[config.mk]
export PLATFORM = sky130hd
export DESIGN_NAME = fpga_serial_config_sequencer_flat
export DESIGN_NICKNAME = d
export VERILOG_FILES = /design/src/sv/scs_pkg.sv /design/src/sv/scs_ifs.sv /design/src/sv/scs_cfg.sv /design/src/sv/scs_core.sv /design/src/sv/fpga_serial_config_sequencer.sv /design/src/flat_wrapper.sv
export SDC_FILE = /design/constraint.sdc
export NUM_CORES = 1
export LEC_CHECK = 0
export ABC_AREA = 1
export BUFFER_PORTS_ARGS = -buffer_cell sky130_fd_sc_hd__buf_2
export CORE_ASPECT_RATIO = 1.5
export CORE_MARGIN = 10
export CORE_UTILIZATION = 30
export DETAILED_ROUTE_END_ITERATION = 6
export GPL_TIMING_DRIVEN = 0
export REMOVE_ABC_BUFFERS = 1
export SYNTH_ARGS = -nofsm -noshare
export SYNTH_HDL_FRONTEND = slang
export SYNTH_SLANG_ARGS = --single-unit
[constraint.sdc]
create_clock -name clk -period 7.6 [get_ports clk]
set_input_delay 1.52 -clock clk [delete_from_list [all_inputs] [get_ports clk]]
set_output_delay 1.52 -clock clk [all_outputs]
set_load 0.02 [all_outputs]
[src/sv/scs_pkg.sv]
// ----------------------------------------------------------------------------
// scs_pkg: shared types and helpers for the slave serial config sequencer
// Holds the counter width, register index codes, request and result structs,
// and limit helpers used by the sequencer core.
// ----------------------------------------------------------------------------
package scs_pkg;

  // Width of the shared hold/timeout counter (range 8 to 32)
  localparam int unsigned TIMEOUT_BITS = 24;
  localparam int unsigned CNT_W        = TIMEOUT_BITS;
  // Widest configuration register
  localparam int unsigned REG_W        = 24;
  localparam int unsigned IDX_W        = 3;
  localparam int unsigned EXT_W        = 33;

  typedef logic [CNT_W-1:0] cnt_t;
  localparam cnt_t CNT_MAX = {CNT_W{1'b1}};

  // Register index codes
  typedef enum logic [IDX_W-1:0] {
    CFG_PROG_HIGH_TICKS   = 3'd0,
    CFG_PROG_LOW_TICKS    = 3'd1,
    CFG_INIT_LOW_TIMEOUT  = 3'd2,
    CFG_SETTLE_TICKS      = 3'd3,
    CFG_INIT_HIGH_TIMEOUT = 3'd4,
    CFG_TRAILING_CLOCKS   = 3'd5
  } cfg_idx_t;

  // Sequencer phases
  typedef enum logic [3:0] {
    PH_IDLE      = 4'd0,
    PH_PROG_HIGH = 4'd1,
    PH_PROG_LOW  = 4'd2,
    PH_WAIT_LOW  = 4'd3,
    PH_SETTLE    = 4'd4,
    PH_WAIT_HIGH = 4'd5,
    PH_LOAD      = 4'd6,
    PH_SHIFT     = 4'd7,
    PH_TRAIL     = 4'd8
  } phase_t;

  // Final status codes
  typedef enum logic [1:0] {
    ST_OK            = 2'd0,
    ST_INIT_NOT_LOW  = 2'd1,
    ST_INIT_NOT_HIGH = 2'd2,
    ST_DONE_LOW      = 2'd3
  } status_t;

  typedef struct packed {
    logic [7:0]  prog_high_ticks;
    logic [7:0]  prog_low_ticks;
    logic [15:0] init_low_timeout;
    logic [7:0]  settle_ticks;
    logic [23:0] init_high_timeout;
    logic [7:0]  trailing_clocks;
  } cfg_t;

  typedef struct packed {
    logic       start_req;
    logic       byte_valid;
    logic [7:0] byte_value;
    logic       byte_last;
    logic       init_level;
    logic       done_level;
  } item_t;

  typedef struct packed {
    logic       prog_pin;
    logic       clock_pin;
    logic       data_pin;
    logic       byte_taken;
    logic       busy_res;
    logic       status_valid;
    logic [1:0] status_code;
  } result_t;

  // Clamp a limit to the counter's maximum
  function automatic cnt_t clamp_limit(input logic [REG_W-1:0] limit);
    logic [EXT_W-1:0] lim_x;
    logic [EXT_W-1:0] max_x;
    lim_x = EXT_W'(limit);
    max_x = EXT_W'(CNT_MAX);
    return (lim_x > max_x) ? CNT_MAX : CNT_W'(limit);
  endfunction

  // Hold limit: a zero count acts like one
  function automatic cnt_t hold_limit(input logic [REG_W-1:0] limit);
    logic [REG_W-1:0] lim1;
    lim1 = (limit == '0) ? REG_W'(1) : limit;
    return clamp_limit(lim1);
  endfunction

  // Saturating counter increment
  function automatic cnt_t cnt_bump(input cnt_t cnt);
    return (cnt != CNT_MAX) ? cnt + CNT_W'(1) : cnt;
  endfunction

endpackage

[src/sv/scs_ifs.sv]
// ----------------------------------------------------------------------------
// scs_ifs: request and result channel interfaces
// Valid/ready channels carrying one tick request and one pin-level result.
// ----------------------------------------------------------------------------
interface scs_in_if;
  logic       valid;
  logic       ready;
  logic       start_req;
  logic       byte_valid;
  logic [7:0] byte_value;
  logic       byte_last;
  logic       init_level;
  logic       done_level;

  modport source (
    output valid, start_req, byte_valid, byte_value, byte_last, init_level, done_level,
    input  ready
  );
  modport sink (
    input  valid, start_req, byte_valid, byte_value, byte_last, init_level, done_level,
    output ready
  );
endinterface

interface scs_out_if;
  logic       valid;
  logic       ready;
  logic       prog_pin;
  logic       clock_pin;
  logic       data_pin;
  logic       byte_taken;
  logic       busy_res;
  logic       status_valid;
  logic [1:0] status_code;

  modport source (
    output valid, prog_pin, clock_pin, data_pin, byte_taken, busy_res, status_valid,
           status_code,
    input  ready
  );
  modport sink (
    input  valid, prog_pin, clock_pin, data_pin, byte_taken, busy_res, status_valid,
           status_code,
    output ready
  );
endinterface

[src/sv/scs_cfg.sv]
// ----------------------------------------------------------------------------
// scs_cfg: configuration register file
// Write-only timing registers, loaded by index, with their reset defaults.
// ----------------------------------------------------------------------------
module scs_cfg import scs_pkg::*; (
  input  logic             clk,
  input  logic             rst_n,
  input  logic             cfg_we,
  input  logic [IDX_W-1:0] cfg_idx,
  input  logic [REG_W-1:0] cfg_wdata,
  output cfg_t             cfg
);

  cfg_t cfg_r;
  cfg_t cfg_nxt;

  // Decode the register index
  always_comb begin
    cfg_nxt = cfg_r;
    if (cfg_we) begin
      case (cfg_idx_t'(cfg_idx))
        CFG_PROG_HIGH_TICKS:   cfg_nxt.prog_high_ticks   = cfg_wdata[7:0];
        CFG_PROG_LOW_TICKS:    cfg_nxt.prog_low_ticks    = cfg_wdata[7:0];
        CFG_INIT_LOW_TIMEOUT:  cfg_nxt.init_low_timeout  = cfg_wdata[15:0];
        CFG_SETTLE_TICKS:      cfg_nxt.settle_ticks      = cfg_wdata[7:0];
        CFG_INIT_HIGH_TIMEOUT: cfg_nxt.init_high_timeout = cfg_wdata[23:0];
        CFG_TRAILING_CLOCKS:   cfg_nxt.trailing_clocks   = cfg_wdata[7:0];
        default: ;
      endcase
    end
  end

  always_ff @(posedge clk) begin
    if (!rst_n) begin
      cfg_r.prog_high_ticks   <= 8'd10;
      cfg_r.prog_low_ticks    <= 8'd5;
      cfg_r.init_low_timeout  <= 16'd200;
      cfg_r.settle_ticks      <= 8'd5;
      cfg_r.init_high_timeout <= 24'hFFFFFF;
      cfg_r.trailing_clocks   <= 8'd50;
    end else begin
      cfg_r <= cfg_nxt;
    end
  end

  assign cfg = cfg_r;

endmodule

[src/sv/scs_core.sv]
// ----------------------------------------------------------------------------
// scs_core: sequencer state and one-tick step logic
// Holds phase, counter, shifter and pin levels; advances one tick per step.
// ----------------------------------------------------------------------------
module scs_core import scs_pkg::*; (
  input  logic    clk,
  input  logic    rst_n,
  input  logic    step_en,
  input  item_t   item,
  input  cfg_t    cfg,
  output result_t res
);

  phase_t     phase_r, phase_nxt;
  cnt_t       cnt_r, cnt_nxt;
  logic [7:0] shift_r, shift_nxt;
  logic [3:0] bits_r, bits_nxt;
  logic       half_r, half_nxt;
  logic       final_r, final_nxt;
  logic       prog_r, prog_nxt;
  logic       clk_pin_r, clk_pin_nxt;
  logic       data_r, data_nxt;

  cnt_t       cnt_inc;
  logic       taken;
  logic       fin;
  status_t    code;
  logic       last_bit_end;

  assign cnt_inc      = cnt_bump(cnt_r);
  assign last_bit_end = half_r && (bits_r == 4'd0) && !final_r;

  // Result flags: byte taken, sequence end and its status
  always_comb begin
    taken = 1'b0;
    fin   = 1'b0;
    code  = ST_OK;
    case (phase_r)
      PH_LOAD:  taken = item.byte_valid;
      PH_SHIFT: taken = last_bit_end && item.byte_valid;
      PH_WAIT_LOW: begin
        if (item.init_level &&
            cnt_inc >= clamp_limit(REG_W'(cfg.init_low_timeout))) begin
          fin  = 1'b1;
          code = ST_INIT_NOT_LOW;
        end
      end
      PH_WAIT_HIGH: begin
        if (!item.init_level &&
            cnt_inc >= clamp_limit(REG_W'(cfg.init_high_timeout))) begin
          fin  = 1'b1;
          code = ST_INIT_NOT_HIGH;
        end
      end
      PH_TRAIL: begin
        if (!half_r && cnt_r >= CNT_W'(cfg.trailing_clocks)) begin
          fin  = 1'b1;
          code = item.done_level ? ST_OK : ST_DONE_LOW;
        end
      end
      default: ;
    endcase
  end

  // Next state
  always_comb begin
    phase_nxt   = phase_r;
    cnt_nxt     = cnt_r;
    shift_nxt   = shift_r;
    bits_nxt    = bits_r;
    half_nxt    = half_r;
    final_nxt   = final_r;
    prog_nxt    = prog_r;
    clk_pin_nxt = clk_pin_r;
    data_nxt    = data_r;
    case (phase_r)
      PH_IDLE: begin
        prog_nxt    = 1'b1;
        clk_pin_nxt = 1'b0;
        data_nxt    = 1'b0;
        if (item.start_req) begin
          phase_nxt = PH_PROG_HIGH;
          cnt_nxt   = '0;
        end
      end
      PH_PROG_HIGH: begin
        prog_nxt = 1'b1;
        cnt_nxt  = cnt_inc;
        if (cnt_inc >= hold_limit(REG_W'(cfg.prog_high_ticks))) begin
          prog_nxt  = 1'b0;
          phase_nxt = PH_PROG_LOW;
          cnt_nxt   = '0;
        end
      end
      PH_PROG_LOW: begin
        cnt_nxt = cnt_inc;
        if (cnt_inc >= hold_limit(REG_W'(cfg.prog_low_ticks))) begin
          phase_nxt = PH_WAIT_LOW;
          cnt_nxt   = '0;
        end
      end
      PH_WAIT_LOW: begin
        if (!item.init_level) begin
          phase_nxt = PH_SETTLE;
          cnt_nxt   = '0;
        end else begin
          cnt_nxt = cnt_inc;
        end
      end
      PH_SETTLE: begin
        cnt_nxt = cnt_inc;
        if (cnt_inc >= hold_limit(REG_W'(cfg.settle_ticks))) begin
          prog_nxt  = 1'b1;
          phase_nxt = PH_WAIT_HIGH;
          cnt_nxt   = '0;
        end
      end
      PH_WAIT_HIGH: begin
        if (item.init_level) begin
          phase_nxt = PH_LOAD;
          cnt_nxt   = '0;
        end else begin
          cnt_nxt = cnt_inc;
        end
      end
      PH_LOAD, PH_SHIFT: begin
        if (phase_r == PH_SHIFT && !half_r) begin
          // Rising half of a bit: raise CCLK and shift
          clk_pin_nxt = 1'b1;
          half_nxt    = 1'b1;
          shift_nxt   = {shift_r[6:0], 1'b0};
          if (bits_r != 4'd0) bits_nxt = bits_r - 4'd1;
        end else if (phase_r == PH_SHIFT && bits_r != 4'd0) begin
          // Falling half: present the next bit
          clk_pin_nxt = 1'b0;
          half_nxt    = 1'b0;
          data_nxt    = shift_r[7];
        end else if (phase_r == PH_SHIFT && final_r) begin
          clk_pin_nxt = 1'b0;
          half_nxt    = 1'b0;
          phase_nxt   = PH_TRAIL;
          cnt_nxt     = '0;
        end else begin
          // Wait for data, or take the next byte at the end of the last bit
          half_nxt    = 1'b0;
          phase_nxt   = PH_LOAD;
          clk_pin_nxt = 1'b0;
          if (item.byte_valid) begin
            shift_nxt = item.byte_value;
            bits_nxt  = 4'd8;
            final_nxt = item.byte_last;
            data_nxt  = item.byte_value[7];
            phase_nxt = PH_SHIFT;
          end
        end
      end
      PH_TRAIL: begin
        if (half_r) begin
          clk_pin_nxt = 1'b0;
          half_nxt    = 1'b0;
        end else if (!fin) begin
          clk_pin_nxt = 1'b1;
          half_nxt    = 1'b1;
          cnt_nxt     = cnt_inc;
        end
      end
      default: phase_nxt = PH_IDLE;
    endcase
    // Drop back to idle with safe pin levels on any ending tick
    if (fin) begin
      prog_nxt    = 1'b1;
      clk_pin_nxt = 1'b0;
      data_nxt    = 1'b0;
      phase_nxt   = PH_IDLE;
      cnt_nxt     = '0;
      bits_nxt    = 4'd0;
      half_nxt    = 1'b0;
      final_nxt   = 1'b0;
    end
  end

  always_ff @(posedge clk) begin
    if (!rst_n) begin
      phase_r   <= PH_IDLE;
      cnt_r     <= '0;
      shift_r   <= 8'd0;
      bits_r    <= 4'd0;
      half_r    <= 1'b0;
      final_r   <= 1'b0;
      prog_r    <= 1'b1;
      clk_pin_r <= 1'b0;
      data_r    <= 1'b0;
    end else if (step_en) begin
      phase_r   <= phase_nxt;
      cnt_r     <= cnt_nxt;
      shift_r   <= shift_nxt;
      bits_r    <= bits_nxt;
      half_r    <= half_nxt;
      final_r   <= final_nxt;
      prog_r    <= prog_nxt;
      clk_pin_r <= clk_pin_nxt;
      data_r    <= data_nxt;
    end
  end

  // Result of this tick
  always_comb begin
    res.prog_pin     = prog_nxt;
    res.clock_pin    = clk_pin_nxt;
    res.data_pin     = data_nxt;
    res.byte_taken   = taken;
    res.busy_res     = (phase_nxt != PH_IDLE);
    res.status_valid = fin;
    res.status_code  = code;
  end

endmodule

[src/sv/fpga_serial_config_sequencer.sv]
// ----------------------------------------------------------------------------
// fpga_serial_config_sequencer: slave serial configuration pin sequencer
// Input register, one-tick sequencer step and result register.
// ----------------------------------------------------------------------------
// Each request is one tick of sampled INIT_B/DONE levels, a start flag and an
// offered bitstream byte; each yields exactly one result with the PROG_B,
// CCLK and DIN levels, byte acceptance, busy and the end status. The block
// takes one request per clock as long as results are taken. A request is held in
// the input register while the sequencer steps on it; its result is captured in
// the result register (one input register, one result register) and waits
// there until taken. The sequencer state updates once per request in a single
// pass between these registers.
// Write configuration registers only while no sequence is running.
module fpga_serial_config_sequencer import scs_pkg::*; (
  input  logic             clk,
  input  logic             rst_n,
  scs_in_if.sink           in_ch,
  scs_out_if.source        out_ch,
  input  logic             cfg_we,
  input  logic [IDX_W-1:0] cfg_idx,
  input  logic [REG_W-1:0] cfg_wdata
);

  cfg_t    cfg;
  item_t   item_r;
  logic    in_vld_r;
  result_t res;
  result_t res_r;
  logic    out_vld_r;
  logic    step;
  logic    in_acc;

  scs_cfg u_cfg (
    .clk       (clk),
    .rst_n     (rst_n),
    .cfg_we    (cfg_we),
    .cfg_idx   (cfg_idx),
    .cfg_wdata (cfg_wdata),
    .cfg       (cfg)
  );

  // Advance when a request is held and the result slot is free
  assign step         = in_vld_r && (!out_vld_r || out_ch.ready);
  assign in_ch.ready  = !in_vld_r || step;
  assign in_acc       = in_ch.valid && in_ch.ready;

  // Input register
  always_ff @(posedge clk) begin
    if (!rst_n) begin
      in_vld_r <= 1'b0;
    end else if (in_acc) begin
      in_vld_r <= 1'b1;
    end else if (step) begin
      in_vld_r <= 1'b0;
    end
  end

  always_ff @(posedge clk) begin
    if (in_acc) begin
      item_r.start_req  <= in_ch.start_req;
      item_r.byte_valid <= in_ch.byte_valid;
      item_r.byte_value <= in_ch.byte_value;
      item_r.byte_last  <= in_ch.byte_last;
      item_r.init_level <= in_ch.init_level;
      item_r.done_level <= in_ch.done_level;
    end
  end

  scs_core u_core (
    .clk     (clk),
    .rst_n   (rst_n),
    .step_en (step),
    .item    (item_r),
    .cfg     (cfg),
    .res     (res)
  );

  // Result register
  always_ff @(posedge clk) begin
    if (!rst_n) begin
      out_vld_r <= 1'b0;
    end else if (step) begin
      out_vld_r <= 1'b1;
    end else if (out_ch.ready) begin
      out_vld_r <= 1'b0;
    end
  end

  always_ff @(posedge clk) begin
    if (step) begin
      res_r <= res;
    end
  end

  assign out_ch.valid        = out_vld_r;
  assign out_ch.prog_pin     = res_r.prog_pin;
  assign out_ch.clock_pin    = res_r.clock_pin;
  assign out_ch.data_pin     = res_r.data_pin;
  assign out_ch.byte_taken   = res_r.byte_taken;
  assign out_ch.busy_res     = res_r.busy_res;
  assign out_ch.status_valid = res_r.status_valid;
  assign out_ch.status_code  = res_r.status_code;

endmodule

[src/flat_wrapper.sv]
// flat-port wrapper written by rule: the top's interface ports become plain ports
module fpga_serial_config_sequencer_flat import scs_pkg::*;
  (clk, rst_n, cfg_we, cfg_idx, cfg_wdata, in_ch_valid, in_ch_start_req, in_ch_byte_valid, in_ch_byte_value, in_ch_byte_last, in_ch_init_level, in_ch_done_level, in_ch_ready, out_ch_valid, out_ch_prog_pin, out_ch_clock_pin, out_ch_data_pin, out_ch_byte_taken, out_ch_busy_res, out_ch_status_valid, out_ch_status_code, out_ch_ready);
  scs_in_if in_ch_i ();
  scs_out_if out_ch_i ();
  input  logic clk;
  input  logic rst_n;
  input  logic cfg_we;
  input  logic [IDX_W-1:0] cfg_idx;
  input  logic [REG_W-1:0] cfg_wdata;
  input wire logic [$bits(in_ch_i.valid)-1:0] in_ch_valid;
  input wire logic [$bits(in_ch_i.start_req)-1:0] in_ch_start_req;
  input wire logic [$bits(in_ch_i.byte_valid)-1:0] in_ch_byte_valid;
  input wire logic [$bits(in_ch_i.byte_value)-1:0] in_ch_byte_value;
  input wire logic [$bits(in_ch_i.byte_last)-1:0] in_ch_byte_last;
  input wire logic [$bits(in_ch_i.init_level)-1:0] in_ch_init_level;
  input wire logic [$bits(in_ch_i.done_level)-1:0] in_ch_done_level;
  output wire logic [$bits(in_ch_i.ready)-1:0] in_ch_ready;
  output wire logic [$bits(out_ch_i.valid)-1:0] out_ch_valid;
  output wire logic [$bits(out_ch_i.prog_pin)-1:0] out_ch_prog_pin;
  output wire logic [$bits(out_ch_i.clock_pin)-1:0] out_ch_clock_pin;
  output wire logic [$bits(out_ch_i.data_pin)-1:0] out_ch_data_pin;
  output wire logic [$bits(out_ch_i.byte_taken)-1:0] out_ch_byte_taken;
  output wire logic [$bits(out_ch_i.busy_res)-1:0] out_ch_busy_res;
  output wire logic [$bits(out_ch_i.status_valid)-1:0] out_ch_status_valid;
  output wire logic [$bits(out_ch_i.status_code)-1:0] out_ch_status_code;
  input wire logic [$bits(out_ch_i.ready)-1:0] out_ch_ready;
  assign in_ch_i.valid = in_ch_valid;
  assign in_ch_i.start_req = in_ch_start_req;
  assign in_ch_i.byte_valid = in_ch_byte_valid;
  assign in_ch_i.byte_value = in_ch_byte_value;
  assign in_ch_i.byte_last = in_ch_byte_last;
  assign in_ch_i.init_level = in_ch_init_level;
  assign in_ch_i.done_level = in_ch_done_level;
  assign in_ch_ready = in_ch_i.ready;
  assign out_ch_valid = out_ch_i.valid;
  assign out_ch_prog_pin = out_ch_i.prog_pin;
  assign out_ch_clock_pin = out_ch_i.clock_pin;
  assign out_ch_data_pin = out_ch_i.data_pin;
  assign out_ch_byte_taken = out_ch_i.byte_taken;
  assign out_ch_busy_res = out_ch_i.busy_res;
  assign out_ch_status_valid = out_ch_i.status_valid;
  assign out_ch_status_code = out_ch_i.status_code;
  assign out_ch_i.ready = out_ch_ready;
  fpga_serial_config_sequencer u_core (.clk(clk), .rst_n(rst_n), .in_ch(in_ch_i), .out_ch(out_ch_i), .cfg_we(cfg_we), .cfg_idx(cfg_idx), .cfg_wdata(cfg_wdata));
endmodule
== Word level (Yosys, flattened, before mapping) ==
Index checks and enable logic that the tools add are counted.
W data, S select, Z words.
Cells by class
  add/sub/neg operators: 2
  mux-type cells: 75
  reduce and logical (&&, ||, !) cells: 46
  order comparisons: 6
  equality and inequality tests: 27
Operators with widths (number)
  $mux W24: 12
  $pmux W24 S8: 1
  $ge A24 B8 Y1: 4
  $mux W4: 17
  $mux W8: 7
  $pmux W4 S8: 1
  $mux W1: 27
  $add A24 B1 Y24 const B: 1
  $ge A24 B16 Y1: 1
  $ge A24 B24 Y1: 1
  $logic_not A8 Y1: 3
  $ne A24 B24 Y1 const B: 1
  $ne A3 B3 Y1 const B: 6
  $eq A4 B3 Y1 const B: 4
  $reduce_and A2 Y1: 7
  $reduce_and A6 Y1: 2
  $logic_and A1 B1 Y1: 11
  $ne A2 B2 Y1 const B: 5
  $reduce_bool A2 Y1: 5
  $pmux W1 S3: 3
  $reduce_bool A9 Y1: 1
  $eq A4 B2 Y1 const B: 2
  $logic_not A4 Y1: 2
  $reduce_bool A4 Y1: 2
  17 further kinds: 30
Storage, ports and cells
  input bits: 45
  register bits after elaboration: 140

== Longest topological paths before layout ==
Gate-level depths: netlist of run 1.
  depth in word-level cells: 8
  depth in mapped cells: 37
  depth with buffers taken out: 35

== Cells and area by module ==
From an unflattened synthesis of run 1, not the netlist that was laid out.
Second synthesis, totals
  cell total of the unflattened synthesis: 1405
  area total of the unflattened synthesis: 9514.1 um^2
By module, submodules not included
  scs_core: area an instance 5896.9 um^2, instances 1, seq. area each 900.9 um^2, cells an instance 985
  scs_cfg: area an instance 2891.5 um^2, instances 1, seq. area each 1441.4 um^2, cells an instance 386
  fpga_serial_config_sequencer: area an instance 725.7 um^2, instances 1, seq. area each 670.6 um^2, cells an instance 34

== Least setup slack after synthesis of run 1 ==
OpenSTA, ideal clock, no wires.
  kind: reg-to-reg
  from: reg u_core.u_core.cnt_r[0]
  to: reg u_core.res_r, in the netlist u_core.out_ch.busy_res (data pin)
  data required time: 7.334 ns
  buffers on the path: 3
  library setup time: 0.266 ns
  path slack: 3.785 ns
  stages on the path, launching flop included: 36
  arrival time: 3.549 ns
  path through: dfxtp_1 > ha_1 > nand2_1 > nor2_1 > nand2_2 > nor2_4 > nand2_2 > buf_2 > buf_1 > xor2_1 > inv_1 > ha_1 > inv_1 > nand2_1 > nand2_1 > nand2_1 > nand2_1 > nand2_1 > nand2_1 > nand2_1 > nand2_1 > nand2_1 > nand2_1 > nand2_1 > nand2_1 > nand2_1 > nand2_1 > nand2_1 > nand2_1 > nand2_1 > nand2_2 > nand2_4 > clkinv_2 > buf_6 > o21ai_1 > nand4_1
RTL lines
  from (decl): RTL line scs_core.sv:15  | cnt_t cnt_r, cnt_nxt;
  from (signal assigned): RTL line scs_core.sv:195  | cnt_r <= cnt_nxt;
  to (signal assigned): RTL line fpga_serial_config_sequencer.sv:91  | res_r <= res;
  to (decl): RTL line fpga_serial_config_sequencer.sv:28  | result_t res_r;

==> impl_metrics.tcl, run 1 <==
set metrics [dict create \
    wl_um 22000 \
    clock_latency_ps 450 \
    area_delta_synth_final_pct 14.3 \
    fp.dieH_um 224 \
    rows 74 \
    crit_path_start "u_core.u_core.cnt_r[0]" \
    fin_crit_sh 0.708 \
    synth_top_area_share 0.286 \
    path_class "flop to flop" \
    drive_gt1_frac 0.106 \
    reg2regPathDepth 31 \
    clockBufferDepth 2 \
    clock_sinks 140 \
    stdcell_area_mm2 0.00952 \
    grt_overflow 0 \
    cp.arrival_ps 5550 \
    synth-async-reset-ratio 0 \
    start_util 0.305 \
    layout.cells.non_filler 1541 \
    reg2reg_from "u_core.u_core.cnt_r[0]" \
    drt_iter0_drc 422 \
    num_vias 7525 \
    synth_cells 1147 \
    clock_skew_ps 11.2 \
    cpMostUsedCell "nand2_1" \
    leakage_uw 0.00436 \
    ir_drop_v 0.000172 \
    final_cell_mix "nand2_1, inv_1, a21oi_1" \
    netlist_area_mm2 0.00833 \
    clockRootBuffer "clkbuf_16" \
    end_kind "flop" \
    postSynthAreaPerCell_um2 7.26 \
    p_per_area_mw_per_mm2 185 \
    drv_cap 0 \
    clkSlewWorstSetupHoldPaths_ps 60 \
    antenna_found_initial 0 \
    cp-start-kind "flop" \
    relSlewSlack 0.187 \
    cts_tree "done" \
    wl_met1_um 9060 \
    fill_cells 2883 \
    grt_first_pass_wirelength_um 35900 \
    crit_required_ps 7770 \
    cts-resized-gates 0 \
    final_antenna_net_count 0 \
    die_w_um 156 \
    ys.flop_type "dfxtp_1" \
    place.gp.congestion 0.896 \
    hold_violations 0 \
    n_antenna_cell 0 \
    drc 0 \
    grt_usage 0.128 \
    crit_slowest_cell "a21oi_1" \
    io_buffers 54 \
    layout_commonest_cell "nand2_1" \
    tightest_slew_ps 1220 \
    outcome "finished clean" \
    setup_viol 0 \
    dp_cells 1509 \
    hold_start "u_core.u_cfg.cfg[54]" \
    drv_slew 0 \
    wl_met3_um 578 \
    synth-edff-count 21 \
    cts.hold.buffers_added 0 \
    cp_max_fo 21 \
    nNetsFinal 1304 \
    grt_pass1_vias 7208 \
    max_stage_delay_ps 830 \
    dpl.hpwl_um 16300 \
    ys.warnings.count 0 \
    setup_tns_ps 0 \
    dpl-instance-area_mm2 0.00894 \
    htree_levels 4 \
    yosysSeqAreaShare 0.362 \
    synthTopCellsByArea "dfxtp_1, ha_1, nand2_1, inv_1, edfxtp_1" \
    routed_via_density 4.88 \
    first_pass_iters 6 \
    yosysUniqueCellTypes 48 \
    ys_seq_elements 140 \
    synth_top_cell_by_area "dfxtp_1" \
    period_minus_slack_ps 5380 \
    highest_layer "met4" \
    hold_depth 2 \
    cts_made_buffers 17 \
    hold_class "flop to flop" \
    utilization 0.349 \
    wl_per_cell_um 14.3 \
    rsz0062_at_grt "no" \
    cts_setup_buffers 0 \
    ios 55 \
    core-area_mm2 0.0273 \
    fmax_mhz 186 \
    die-area_mm2 0.0350 \
    wl_met2_um 11700 \
    grt_max_degree 90 \
]
## layout make-up
| type | count | area (µm²) | share of cell area |
|---|---|---|---|
| Multi-Input combinational cell | 790 | 4500 | 0.473 |
| Sequential cell | 140 | 3010 | 0.317 |
| Inverter | 180 | 677 | 0.0711 |
| Clock buffer | 20 | 468 | 0.0492 |
| Tap cell | 342 | 428 | 0.0450 |
| Timing Repair Buffer | 57 | 319 | 0.0335 |
| Clock inverter | 12 | 111 | 0.0117 |
## cell usage after synthesis (10+ instances only)
cell type    n
nand2_1    216
inv_1      172
a21oi_1    121
dfxtp_1    119
nor2_1     119
ha_1        73
o21ai_0     65
nand4_1     43
o211ai_1    33
clkbuf_1    32
nand3_1     25
edfxtp_1    21
nor3_1      19
a31oi_1     10
nand2_2     10
## registers in the layout (all words and copies together) (netlist names), 2 cells and up
signal / count
u_core.item_r: 13
u_core.u_core.cnt_r: 24
u_core.u_core.phase_r: 4
u_core.out_ch.status_code: 2
u_core.u_core.shift_r: 8
u_core.u_core.bits_r: 4
u_core.u_cfg.cfg: 72
## through the flow
stage,power (µW),setup WS [ps],hold WS (ps)
final,1760,2220,459
after global routing,1840,1740,474
after CTS,1790,2340,463
after detailed placement,959,2390,454
after global placement,949,2390,450
after floorplan,892,3790,431
## worst max-delay path: cells and delay by family (launching register included)
family          cells  cell delay (ps)
simple gates       25             2670
compound gates      2             1100
fa+ha+maj           2              520
buf+inv             2              380
flops               1              450
## metal layers
layer	GRT usage	vias to the layer above
met4	0.0589	0
met1	0.135	3456
met2	0.238	112
li1	-	3920
met3	0.0244	37
met5	0	-
## cell families after synthesis
logic type               count (synthesis)  share of synthesized area
buffers and inverters                  217                      0.100
XOR/XNOR                                11                     0.0125
adder cells (fa/ha/maj)                 73                      0.110
multiplexers                             1                    0.00135
AO/OA/AOI/OAI                          248                      0.170
AND/OR/NAND/NOR                        457                      0.245
flip-flops                             140                      0.362
## final timing paths
path / end / slack (ps)
hold / removal: u_core.u_cfg.cfg[54] / 460
hold reg to reg: u_core.u_cfg.cfg[54] / 460
setup / recovery: u_core.out_ch.busy_res / 2220
setup reg to reg: u_core.out_ch.busy_res / 2220
## report_power, final
| group | internal (µW) | switching [µW] |
|---|---|---|
| clock | 479 | 341 |
| sequential | 776 | 9.37 |
| combinational | 48.8 | 107 |
Note: power is estimated with default switching activity, not from simulation.
==> run 2: changes to the inputs <==
clock period = 5.4 ns   (was 7.6 ns; I/O delays follow)
==> run 2 against run 1 <==
Net effect: worst hold slack is essentially flat; sequential power increased by 41%; largest power group unchanged; clock-buffer cell count unchanged; final area up 0.14%; largest cell class unchanged; clock skew up 0.75 ps; global-route usage unchanged; combinational power rose by 40%; worst setup slack got worse by 1700 ps; die area is the same; critical path type unchanged; total power grew 41%.
==> impl_metrics.tcl, run 2 (synthesized netlist as in run 1, its figures left out) <==
set metrics [dict create \
    clockBufferDepth 2 \
    p_int_uw 1830 \
    die-area_mm2 0.0350 \
    grt_first_pass_wirelength_um 35900 \
    rows 74 \
    first_pass_iters 5 \
    clockRootBuffer "clkbuf_16" \
    die_w_um 156 \
    area_delta_synth_final_pct 14.5 \
    cts_made_buffers 17 \
    seqPwrFrac 0.446 \
    grt_max_degree 90 \
    cts_tree "done" \
    final_antenna_net_count 0 \
    place.gp.congestion 0.896 \
    pre_cts_slack_ps 186 \
    fp.dieH_um 224 \
    p_per_area_mw_per_mm2 260 \
    n_antenna_cell 0 \
    layout_commonest_cell "nand2_1" \
    ios 55 \
    fmax_mhz 205 \
    rsz0062_at_grt "no" \
    htree_levels 4 \
    relSlewSlack 0.179 \
    drc 0 \
    drt_iter0_drc 410 \
    core-area_mm2 0.0273 \
    cp-start-kind "flop" \
    crit_slowest_cell "dfxtp_1" \
    largest_reg_flops 72 \
    leakage_uw 0.00437 \
    cts.hold.buffers_added 0 \
    setup_ws_ps 532 \
    setup_viol 0 \
    setup_tns_ps 0 \
    max_stage_delay_ps 450 \
    grt_usage 0.128 \
    power.switching_uw 643 \
    seqCellArea_mm2 0.00301 \
    fin_crit_sh 0.902 \
    outcome "finished clean" \
    num_vias 7524 \
    dpl.hpwl_um 16300 \
    comb_power_share 0.088 \
    final_cell_mix "nand2_1, inv_1, a21oi_1, dfxtp_1, nor2_1" \
    start_util 0.305 \
    cts-resized-gates 0 \
    multi_input_area_mm2 0.00452 \
    drv_cap 0 \
    crit_required_ps 5560 \
    antenna_found_initial 0 \
    grt_pass1_vias 7208 \
    dpl-instance-area_mm2 0.00894 \
    ir_drop_v 0.000240 \
    cpMostUsedCell "nand2_1" \
    nNetsFinal 1304 \
    power_frac_clock 0.465 \
    dp_cells 1509 \
    fill_cells 2883 \
    wl_um 21900 \
    cp_max_fo 21 \
    stdcell_area_mm2 0.00953 \
    tightest_slew_ps 1230 \
    drv_slew 0 \
    path_class "flop to flop" \
    clkSlewWorstSetupHoldPaths_ps 60 \
    wl_per_cell_um 14.2 \
    routed_via_density 4.88 \
    clock_latency_ps 450 \
    layout.cells.non_filler 1541 \
    end_kind "flop" \
    clock_sinks 140 \
    hold_class "flop to flop" \
    cts_setup_buffers 0 \
    clock_skew_ps 11.9 \
    swShare 0.259 \
    period_minus_slack_ps 4870 \
    hold_violations 0 \
    grt_overflow 0 \
    drive_gt1_frac 0.108 \
    cp.arrival_ps 5030 \
    io_buffers 54 \
]
run 2: cell type report:
| class | instances | share of cell area |
|---|---|---|
| multi-input cells | 790 | 0.474 |
| flip-flops and latches | 140 | 0.316 |
| inverters | 180 | 0.0711 |
| clock buffers | 20 | 0.0491 |
| well taps | 342 | 0.0449 |
| repair buffers | 57 | 0.0335 |
| clock inverters | 12 | 0.0117 |
run 2: path summary, 6_finish.rpt:
path	cells after the start	slack (ps)	start	end
worst min register to register	2	460	u_core.u_cfg.cfg[54]	u_core.u_cfg.cfg[54]
worst min-delay path	2	460	u_core.u_cfg.cfg[54]	u_core.u_cfg.cfg[54]
worst max-delay path	30	530	u_core.u_core.cnt_r[0]	u_core.out_ch.prog_pin
worst max register to register	30	530	u_core.u_core.cnt_r[0]	u_core.out_ch.prog_pin
run 2: per-layer routing:
| metal | vias up | GRT usage | wire (µm) |
|---|---|---|---|
| li1 | 3919 | - | - |
| met1 | 3460 | 0.135 | 9100 |
| met2 | 115 | 0.238 | 11700 |
| met3 | 30 | 0.0244 | 579 |
| met4 | 0 | 0.0589 | 546 |
| met5 | - | 0 | 0 |
run 2: power by group through the flow:
stage          Combinational (µW)  Clock [µW]  Sequential, µW
5_1_grt                       250        1230            1110
3_3_place_gp                  208           0            1130
2_1_floorplan                 126           0            1130
3_5_place_dp                  221           0            1130
6_report                      219        1150            1110
4_1_cts                       222        1180            1110
run 2: per-stage QoR:
stage,power [µW],utilization,hold slack [ps]
floorplan,1260,-,431
global placement,1340,0.325,450
detailed placement,1350,0.327,454
CTS,2510,0.349,463
global route,2580,0.349,474
finish,2480,0.349,459
run 2: critical path, delay by kind of cell (launching register included):
family                     cells  cell delay, ps
buffers and inverters          2             280
adders and majority gates      2             630
DFF                            1             450
AOI/OAI and AO/OA              1             440
and+or+nand+nor               25            2740
==> run 3: changes to the inputs <==
GPL_ROUTABILITY_DRIVEN = 0   (was not set)
GPL_TIMING_DRIVEN = not set   (was 0)
==> run 3 against run 2 <==
Net effect: sequential share of layout area hardly changed; maximum frequency is 6.5% higher; via count is 0.66% higher; global-route usage is 0.85 points higher; worst setup slack better by 300 ps; die area stayed put; highest routed layer unchanged.
==> impl_metrics.tcl, run 3 (synthesized netlist as in run 1, its figures left out) <==
set metrics [dict create \
    io_buffers 54 \
    grt_overflow 0 \
    ir_drop_v 0.000194 \
    wl_um 23500 \
    r2r_slack_ps 830 \
    grt_usage 0.137 \
    die_w_um 156 \
    area_delta_synth_final_pct 14.4 \
    fmax_mhz 219 \
    setup_tns_ps 0 \
    crit_required_ps 5560 \
    nNetsFinal 1308 \
    grt_max_degree 89 \
    start_util 0.305 \
    drv_cap 0 \
    dpl-instance-area_mm2 0.00892 \
    antenna_found_initial 0 \
    setup_viol 0 \
    core-area_mm2 0.0273 \
    grt_pass1_vias 7569 \
    crit_slowest_cell "dfxtp_1" \
    cts_made_buffers 17 \
    cts_setup_buffers 0 \
    clock_sinks 140 \
    final_cell_mix "nand2_1, inv_1, a21oi_1" \
    cts-resized-gates 0 \
    layout_commonest_cell "nand2_1" \
    tightest_slew_ps 1210 \
    num_vias 7574 \
    outcome "finished clean" \
    dpl.hpwl_um 17900 \
    die-area_mm2 0.0350 \
    largest_reg_flops 72 \
    cp_max_fo 21 \
    p_per_area_mw_per_mm2 264 \
    final_antenna_net_count 0 \
    max_stage_delay_ps 460 \
    clkSlewWorstSetupHoldPaths_ps 60 \
    drv_slew 0 \
    stdcell_area_mm2 0.00952 \
    clockBufferDepth 2 \
    drive_gt1_frac 0.109 \
    cp-start-kind "flop" \
    cp.arrival_ps 4740 \
    cts.hold.buffers_added 0 \
    drt_iter0_drc 476 \
    holdWs_ps 465 \
    drc 0 \
    clockRootBuffer "clkbuf_16" \
    ios 55 \
    end_kind "flop" \
    grt_first_pass_wirelength_um 38100 \
    first_pass_iters 6 \
    clock_skew_ps 8.78 \
    path_class "flop to flop" \
    routed_via_density 4.90 \
    utilization 0.349 \
    rows 74 \
    htree_levels 4 \
    wl_per_cell_um 15.2 \
    hold_violations 0 \
    n_antenna_cell 0 \
    fp.dieH_um 224 \
    period_minus_slack_ps 4570 \
    cts_tree "done" \
    rsz0062_at_grt "no" \
    relSlewSlack 0.190 \
    clock_latency_ps 440 \
    cpMostUsedCell "nand2_1" \
    hold_class "flop to flop" \
    leakage_uw 0.00437 \
    fin_crit_sh 0.847 \
]
==> run 3: changes by cell type in the layout (fill, tap and decap cells not counted), moves of 2 or more <==
cell        before  now
clkinvlp_4       3    5
clkinv_4         3    1
buf_4            1    7
a21oi_1        119  121
bufinv_16        1    3
a21oi_2          2    0
==> run 3: final cells by class <==
cell class | instances | area (µm²)
sequential | 140 | 3010
timing repair buffer | 61 | 323
clock inverter | 15 | 173
multi-input combinational | 790 | 4480
clock buffer | 17 | 425
inverter | 180 | 677
fill | 2875 | 17800
tap | 342 | 428
==> run 3: per-layer routing <==
layer | wire [µm] | up-vias | track usage
li1 | - | 3924 | -
met1 | 9030 | 3431 | 0.136
met2 | 12500 | 152 | 0.255
met3 | 725 | 67 | 0.0232
met4 | 1160 | 0 | 0.0864
met5 | 0 | - | 0
==> run 3: worst max-delay path, delay by kind of cell, from the launching register on <==
kind	cells	cell delay, ps
adder cells (fa/ha/maj)	2	610
AO/OA/AOI/OAI	1	230
buffers and inverters	3	510
XOR/XNOR	1	240
flip-flops	1	460
AND/OR/NAND/NOR	25	2270
==> run 3: path summary, 6_finish.rpt <==
check | startpoint | endpoint | depth (start not counted)
worst max-delay path | u_core.u_core.cnt_r[0] | u_core.out_ch.busy_res | 32
worst max register to register | u_core.u_core.cnt_r[0] | u_core.out_ch.busy_res | 32
worst min-delay path | u_core.u_cfg.cfg[54] | u_core.u_cfg.cfg[54] | 2
worst min register to register | u_core.u_cfg.cfg[54] | u_core.u_cfg.cfg[54] | 2
==> run 3: metrics by stage <==
stage / setup slack (ps) / total power (µW) / instances
6_report: 827 / 2510 / 1545
5_1_grt: 388 / 2620 / 1545
4_1_cts: 812 / 2540 / 1545
3_5_place_dp: 842 / 1340 / 1513
3_3_place_gp: 904 / 1340 / 1513
2_1_floorplan: 1680 / 1260 / 1110
==> run 3: report_power, final <==
part           switching (µW)  internal [µW]  leakage, µW  total, µW
logic                     148           65.2      0.00292        213
clock network             471            723     0.000279       1190
registers                13.7           1090      0.00117       1110
total                     632           1880      0.00437       2510
